$ cat src/rtl/core/sha512_384_hash_assert.svh
// Assertion macros shared by the hash core.
`ifndef SHA512_384_HASH_ASSERT_SVH
`define SHA512_384_HASH_ASSERT_SVH

// Antecedent implies consequent in the same cycle.
`define SHA_ASSERT_IMPL(label, clk, rst, ante, cons) \
   label: assert property (@(posedge clk) disable iff (rst) (ante) |-> (cons)) \
      else $error("assertion failed");

// Antecedent implies consequent in the next cycle.
`define SHA_ASSERT_NEXT(label, clk, rst, ante, cons) \
   label: assert property (@(posedge clk) disable iff (rst) (ante) |=> (cons)) \
      else $error("assertion failed");

`endif

$ cat src/rtl/core/sha_pkg.sv
`default_nettype none
package sha_pkg;

   localparam int WordWidth  = 64;
   localparam int NumRounds  = 80;
   localparam int HashWords  = 8;
   localparam int BlockWords = 16;

   typedef logic [WordWidth-1:0] word_type;
   typedef logic [6:0]           round_type;
   typedef logic [6:0]           pos_type;

   localparam pos_type LenPos = 7'd112;
   localparam logic [7:0] PadByte = 8'h80;

   typedef enum logic [2:0] {
      ST_IDLE,
      ST_ROUND,
      ST_ADD,
      ST_PAD80,
      ST_PADZERO,
      ST_LEN,
      ST_OUT
   } state_type;

   function automatic word_type iv_word(input logic mode, input logic [2:0] i);
      word_type r;
      r = '0;
      if (!mode) begin
         unique case (i)
            3'd0: r = 64'h6a09e667f3bcc908;
            3'd1: r = 64'hbb67ae8584caa73b;
            3'd2: r = 64'h3c6ef372fe94f82b;
            3'd3: r = 64'ha54ff53a5f1d36f1;
            3'd4: r = 64'h510e527fade682d1;
            3'd5: r = 64'h9b05688c2b3e6c1f;
            3'd6: r = 64'h1f83d9abfb41bd6b;
            3'd7: r = 64'h5be0cd19137e2179;
            default: r = '0;
         endcase
      end else begin
         unique case (i)
            3'd0: r = 64'hcbbb9d5dc1059ed8;
            3'd1: r = 64'h629a292a367cd507;
            3'd2: r = 64'h9159015a3070dd17;
            3'd3: r = 64'h152fecd8f70e5939;
            3'd4: r = 64'h67332667ffc00b31;
            3'd5: r = 64'h8eb44a8768581511;
            3'd6: r = 64'hdb0c2e0d64f98fa7;
            3'd7: r = 64'h47b5481dbefa4fa4;
            default: r = '0;
         endcase
      end
      return r;
   endfunction

   function automatic word_type round_k(input round_type t);
      word_type k;
      k = '0;
      unique case (t)
         7'd0:  k = 64'h428a2f98d728ae22;  7'd1:  k = 64'h7137449123ef65cd;
         7'd2:  k = 64'hb5c0fbcfec4d3b2f;  7'd3:  k = 64'he9b5dba58189dbbc;
         7'd4:  k = 64'h3956c25bf348b538;  7'd5:  k = 64'h59f111f1b605d019;
         7'd6:  k = 64'h923f82a4af194f9b;  7'd7:  k = 64'hab1c5ed5da6d8118;
         7'd8:  k = 64'hd807aa98a3030242;  7'd9:  k = 64'h12835b0145706fbe;
         7'd10: k = 64'h243185be4ee4b28c;  7'd11: k = 64'h550c7dc3d5ffb4e2;
         7'd12: k = 64'h72be5d74f27b896f;  7'd13: k = 64'h80deb1fe3b1696b1;
         7'd14: k = 64'h9bdc06a725c71235;  7'd15: k = 64'hc19bf174cf692694;
         7'd16: k = 64'he49b69c19ef14ad2;  7'd17: k = 64'hefbe4786384f25e3;
         7'd18: k = 64'h0fc19dc68b8cd5b5;  7'd19: k = 64'h240ca1cc77ac9c65;
         7'd20: k = 64'h2de92c6f592b0275;  7'd21: k = 64'h4a7484aa6ea6e483;
         7'd22: k = 64'h5cb0a9dcbd41fbd4;  7'd23: k = 64'h76f988da831153b5;
         7'd24: k = 64'h983e5152ee66dfab;  7'd25: k = 64'ha831c66d2db43210;
         7'd26: k = 64'hb00327c898fb213f;  7'd27: k = 64'hbf597fc7beef0ee4;
         7'd28: k = 64'hc6e00bf33da88fc2;  7'd29: k = 64'hd5a79147930aa725;
         7'd30: k = 64'h06ca6351e003826f;  7'd31: k = 64'h142929670a0e6e70;
         7'd32: k = 64'h27b70a8546d22ffc;  7'd33: k = 64'h2e1b21385c26c926;
         7'd34: k = 64'h4d2c6dfc5ac42aed;  7'd35: k = 64'h53380d139d95b3df;
         7'd36: k = 64'h650a73548baf63de;  7'd37: k = 64'h766a0abb3c77b2a8;
         7'd38: k = 64'h81c2c92e47edaee6;  7'd39: k = 64'h92722c851482353b;
         7'd40: k = 64'ha2bfe8a14cf10364;  7'd41: k = 64'ha81a664bbc423001;
         7'd42: k = 64'hc24b8b70d0f89791;  7'd43: k = 64'hc76c51a30654be30;
         7'd44: k = 64'hd192e819d6ef5218;  7'd45: k = 64'hd69906245565a910;
         7'd46: k = 64'hf40e35855771202a;  7'd47: k = 64'h106aa07032bbd1b8;
         7'd48: k = 64'h19a4c116b8d2d0c8;  7'd49: k = 64'h1e376c085141ab53;
         7'd50: k = 64'h2748774cdf8eeb99;  7'd51: k = 64'h34b0bcb5e19b48a8;
         7'd52: k = 64'h391c0cb3c5c95a63;  7'd53: k = 64'h4ed8aa4ae3418acb;
         7'd54: k = 64'h5b9cca4f7763e373;  7'd55: k = 64'h682e6ff3d6b2b8a3;
         7'd56: k = 64'h748f82ee5defb2fc;  7'd57: k = 64'h78a5636f43172f60;
         7'd58: k = 64'h84c87814a1f0ab72;  7'd59: k = 64'h8cc702081a6439ec;
         7'd60: k = 64'h90befffa23631e28;  7'd61: k = 64'ha4506cebde82bde9;
         7'd62: k = 64'hbef9a3f7b2c67915;  7'd63: k = 64'hc67178f2e372532b;
         7'd64: k = 64'hca273eceea26619c;  7'd65: k = 64'hd186b8c721c0c207;
         7'd66: k = 64'heada7dd6cde0eb1e;  7'd67: k = 64'hf57d4f7fee6ed178;
         7'd68: k = 64'h06f067aa72176fba;  7'd69: k = 64'h0a637dc5a2c898a6;
         7'd70: k = 64'h113f9804bef90dae;  7'd71: k = 64'h1b710b35131c471b;
         7'd72: k = 64'h28db77f523047d84;  7'd73: k = 64'h32caab7b40c72493;
         7'd74: k = 64'h3c9ebe0a15c9bebc;  7'd75: k = 64'h431d67c49c100d4c;
         7'd76: k = 64'h4cc5d4becb3e42b6;  7'd77: k = 64'h597f299cfc657e2a;
         7'd78: k = 64'h5fcb6fab3ad6faec;  7'd79: k = 64'h6c44198c4a475817;
         default: k = '0;
      endcase
      return k;
   endfunction

endpackage
`default_nettype wire

$ cat src/rtl/core/sha_round.sv
`default_nettype none
// One SHA-512 round plus the next message schedule word.
module sha_round (
   input  sha_pkg::word_type  v_in   [8],
   input  sha_pkg::word_type  w_tap0,
   input  sha_pkg::word_type  w_tap1,
   input  sha_pkg::word_type  w_tap9,
   input  sha_pkg::word_type  w_tap14,
   input  logic               expand,
   input  sha_pkg::word_type  k,
   output sha_pkg::word_type  v_out  [8],
   output sha_pkg::word_type  w_next
);
   import sha_pkg::*;

   function automatic word_type rotr(input word_type x, input int n);
      return (x >> n) | (x << (WordWidth - n));
   endfunction

   word_type s0, s1, w_cur, t1, t2, ch, maj, bs0, bs1;

   always_comb begin
      s1     = rotr(w_tap14, 19) ^ rotr(w_tap14, 61) ^ (w_tap14 >> 6);
      s0     = rotr(w_tap1, 1) ^ rotr(w_tap1, 8) ^ (w_tap1 >> 7);
      w_cur  = expand ? (s1 + w_tap9 + s0 + w_tap0) : w_tap0;
      w_next = w_cur;
      bs1    = rotr(v_in[4], 14) ^ rotr(v_in[4], 18) ^ rotr(v_in[4], 41);
      ch     = (v_in[4] & v_in[5]) ^ (~v_in[4] & v_in[6]);
      bs0    = rotr(v_in[0], 28) ^ rotr(v_in[0], 34) ^ rotr(v_in[0], 39);
      maj    = (v_in[0] & v_in[1]) ^ (v_in[0] & v_in[2]) ^ (v_in[1] & v_in[2]);
      t1     = v_in[7] + bs1 + ch + k + w_cur;
      t2     = bs0 + maj;
      v_out[7] = v_in[6];
      v_out[6] = v_in[5];
      v_out[5] = v_in[4];
      v_out[4] = v_in[3] + t1;
      v_out[3] = v_in[2];
      v_out[2] = v_in[1];
      v_out[1] = v_in[0];
      v_out[0] = t1 + t2;
   end

endmodule
`default_nettype wire

$ cat config.mk
export PLATFORM = sky130hd
export DESIGN_NAME = sha_round
export DESIGN_NICKNAME = d
export VERILOG_FILES = /design/src/rtl/core/sha512_384_hash_assert.svh /design/src/rtl/core/sha_pkg.sv /design/src/rtl/core/sha_round.sv
export SDC_FILE = /design/constraint.sdc
export NUM_CORES = 2
export LEC_CHECK = 0
export BUFFER_PORTS_ARGS = -buffer_cell sky130_fd_sc_hd__buf_2
export CORE_AREA = 2 2 553 555
export DETAILED_ROUTE_END_ITERATION = 6
export DIE_AREA = 0 0 555 557
export GPL_ROUTABILITY_DRIVEN = 0
export PLACE_DENSITY_LB_ADDON = 0.2
export SYNTH_ARGS = -nofsm -noshare
export SYNTH_HDL_FRONTEND = slang
export SYNTH_SLANG_ARGS = --single-unit
$ cat constraint.sdc
create_clock -name vclk -period 23.7
set_clock_uncertainty 0.05 [all_clocks]
set_input_delay 4.74 -clock vclk [all_inputs]
set_output_delay 4.74 -clock vclk [all_outputs]
set_load 0.005 [all_outputs]
==> results.cfg <==
[placed_design]
portBuffers = 1409
hpwl_mm = 311
dp_cells = 9275
dpl_cell_area_sq_um = 43100

[synthesis]
avgSynthCellArea_sq_um = 7.88
yosys_warnings = 0
synth_cell_types = 75
synth_nets = 5754
synth.area.top_cells = fa_1, xnor2_1, ha_1
syn_area_sq_um = 33800
synth_top_area_share = 0.225
yosys.area.top_type = fa_1
synthCells = 4290
seq_area_frac_synth = 0

[timing]
finalWorstPathRequiredPeriod_ps = 22500
rsz0062_at_grt = false
setup_tns_ps = 0
fmax_ghz = 0.0444
relSlewSlack = 0.215
final_hold_viol_count = 0
maxSlewViolCount = 0
setup_viol = 0
min_period_over_period = 0.949
worst_pin_slew_ps = 1170

[floorplanning]
row_count = 203
design.die.area_sq_um = 309000
core_area_sq_um = 304000
boundaryPins = 1409
start_util = 0.111
die_h_um = 557
die_w_um = 555

[final_layout]
drive_gt1_frac = 0.299
fin_nets = 6744
regArea_sq_um = 0
multi_input_area_sq_um = 27700
final_common_cell = buf_2
final_util = 0.142
n_clock_buffer = 0
layout.cells.non_filler = 9334
areaGrowthSynthToFinish_pct = 27.9
fillCellCount = 35300
layout_common_cells = buf_2, inv_1, xnor2_1
finalInstanceArea_sq_um = 43200
nFlopsAndLatches = 0

[flow_run]
cap_violations = 0

[drt]
num_vias = 35100
wl_per_cell_um = 35.4
drtIter0Drc = 2048
via_per_inst = 3.76
wirelength_mm = 331
firstDrtPassIters = 5
drc = 0
drt.antenna.violating_nets = 0

[setup_path]
path_max_fanout = 6
crit_path_top_delay_cell = o31ai_1
start_kind = input pin
cpLargestDelayFamily = compound AO/OA/AOI/OAI gates
crit_type = input pin to primary output
cp-end-kind = primary output
crit_top_cell = fa_1
cp.required_ps = 18910
path_buf_inv = 5
slowest_delay_ps = 920
cp.arrival_ps = 17710

[grt]
grt_max_degree = 43
grt_pass1_vias = 35900
overflow = 0
grt_usage = 0.205
grt_first_pass_wirelength_mm = 404
antenna_found_initial = 244

[hold_path]
whs_path_depth = 2
hold_start = v_in[176]
hold_class = input pin to primary output
whs_endpoint = v_out[112]

[clock_tree]
postCtsSetupBuffers = 0
cts-resized-gates = 0
postCtsHoldBufs = 0

[status]
outcome = finished, final reports clean
-- cells in the mapped netlist (45+ instances only) --
cell type and n:
buf_4 384, fa_1 379, o21ai_0 196, inv_1 779, xnor2_1 508, a21o_1 210, a21oi_1 256, mux2_2 72
ha_1 252, nand3_1 55, xor2_1 240, nand4_1 48, nor2_1 136, clkbuf_1 85, o21a_1 45, nand2_1 153
-- layer usage --
layer,wire [um],GRT usage,vias to the layer above,part of all wire
met5,115,0,-,0.00035
met4,17100,0.0787,22,0.052
met3,25100,0.0564,533,0.076
met2,163000,0.372,1857,0.49
met1,125000,0.226,17100,0.38
li1,-,-,15600,-
-- stage by stage --
stage / hold slack, ps / worst slack, ps
5_1_grt: 9620 / 512
4_1_cts: 9620 / 1260
2_1_floorplan: 9510 / 4070
3_5_place_dp: 9620 / 1300
6_report: 9610 / 1200
3_3_place_gp: 9610 / 1250
-- how the worst max path moves through the flow --
stage	from	endpoint	cells past startpoint
5_1_grt	w_tap1[9]	v_out[511]	50
2_1_floorplan	w_tap1[9]	v_out[510]	49
3_5_place_dp	w_tap1[9]	v_out[505]	50
4_1_cts	w_tap1[9]	v_out[511]	50
6_report	w_tap14[10]	v_out[511]	47
3_3_place_gp	w_tap1[8]	v_out[505]	50
-- cell type report --
type / count / area share
timing repair buffer: 1463 / 0.173
inverter: 779 / 0.0677
multi-input combinational: 3036 / 0.641
antenna: 59 / 0.00342
tap: 3997 / 0.116
-- logic make-up (layout without fill, tap and decap cells) --
kind of cell	Yosys count	count (layout)	synth area share
AOI/OAI and AO/OA	966	966	0.185
xor gates and xnor gates	750	750	0.195
muxes	115	115	0.0369
and+or+nand+nor	567	567	0.0814
buffers and inverters	1254	2242	0.182
other	0	59	0
adders and majority gates	638	638	0.320
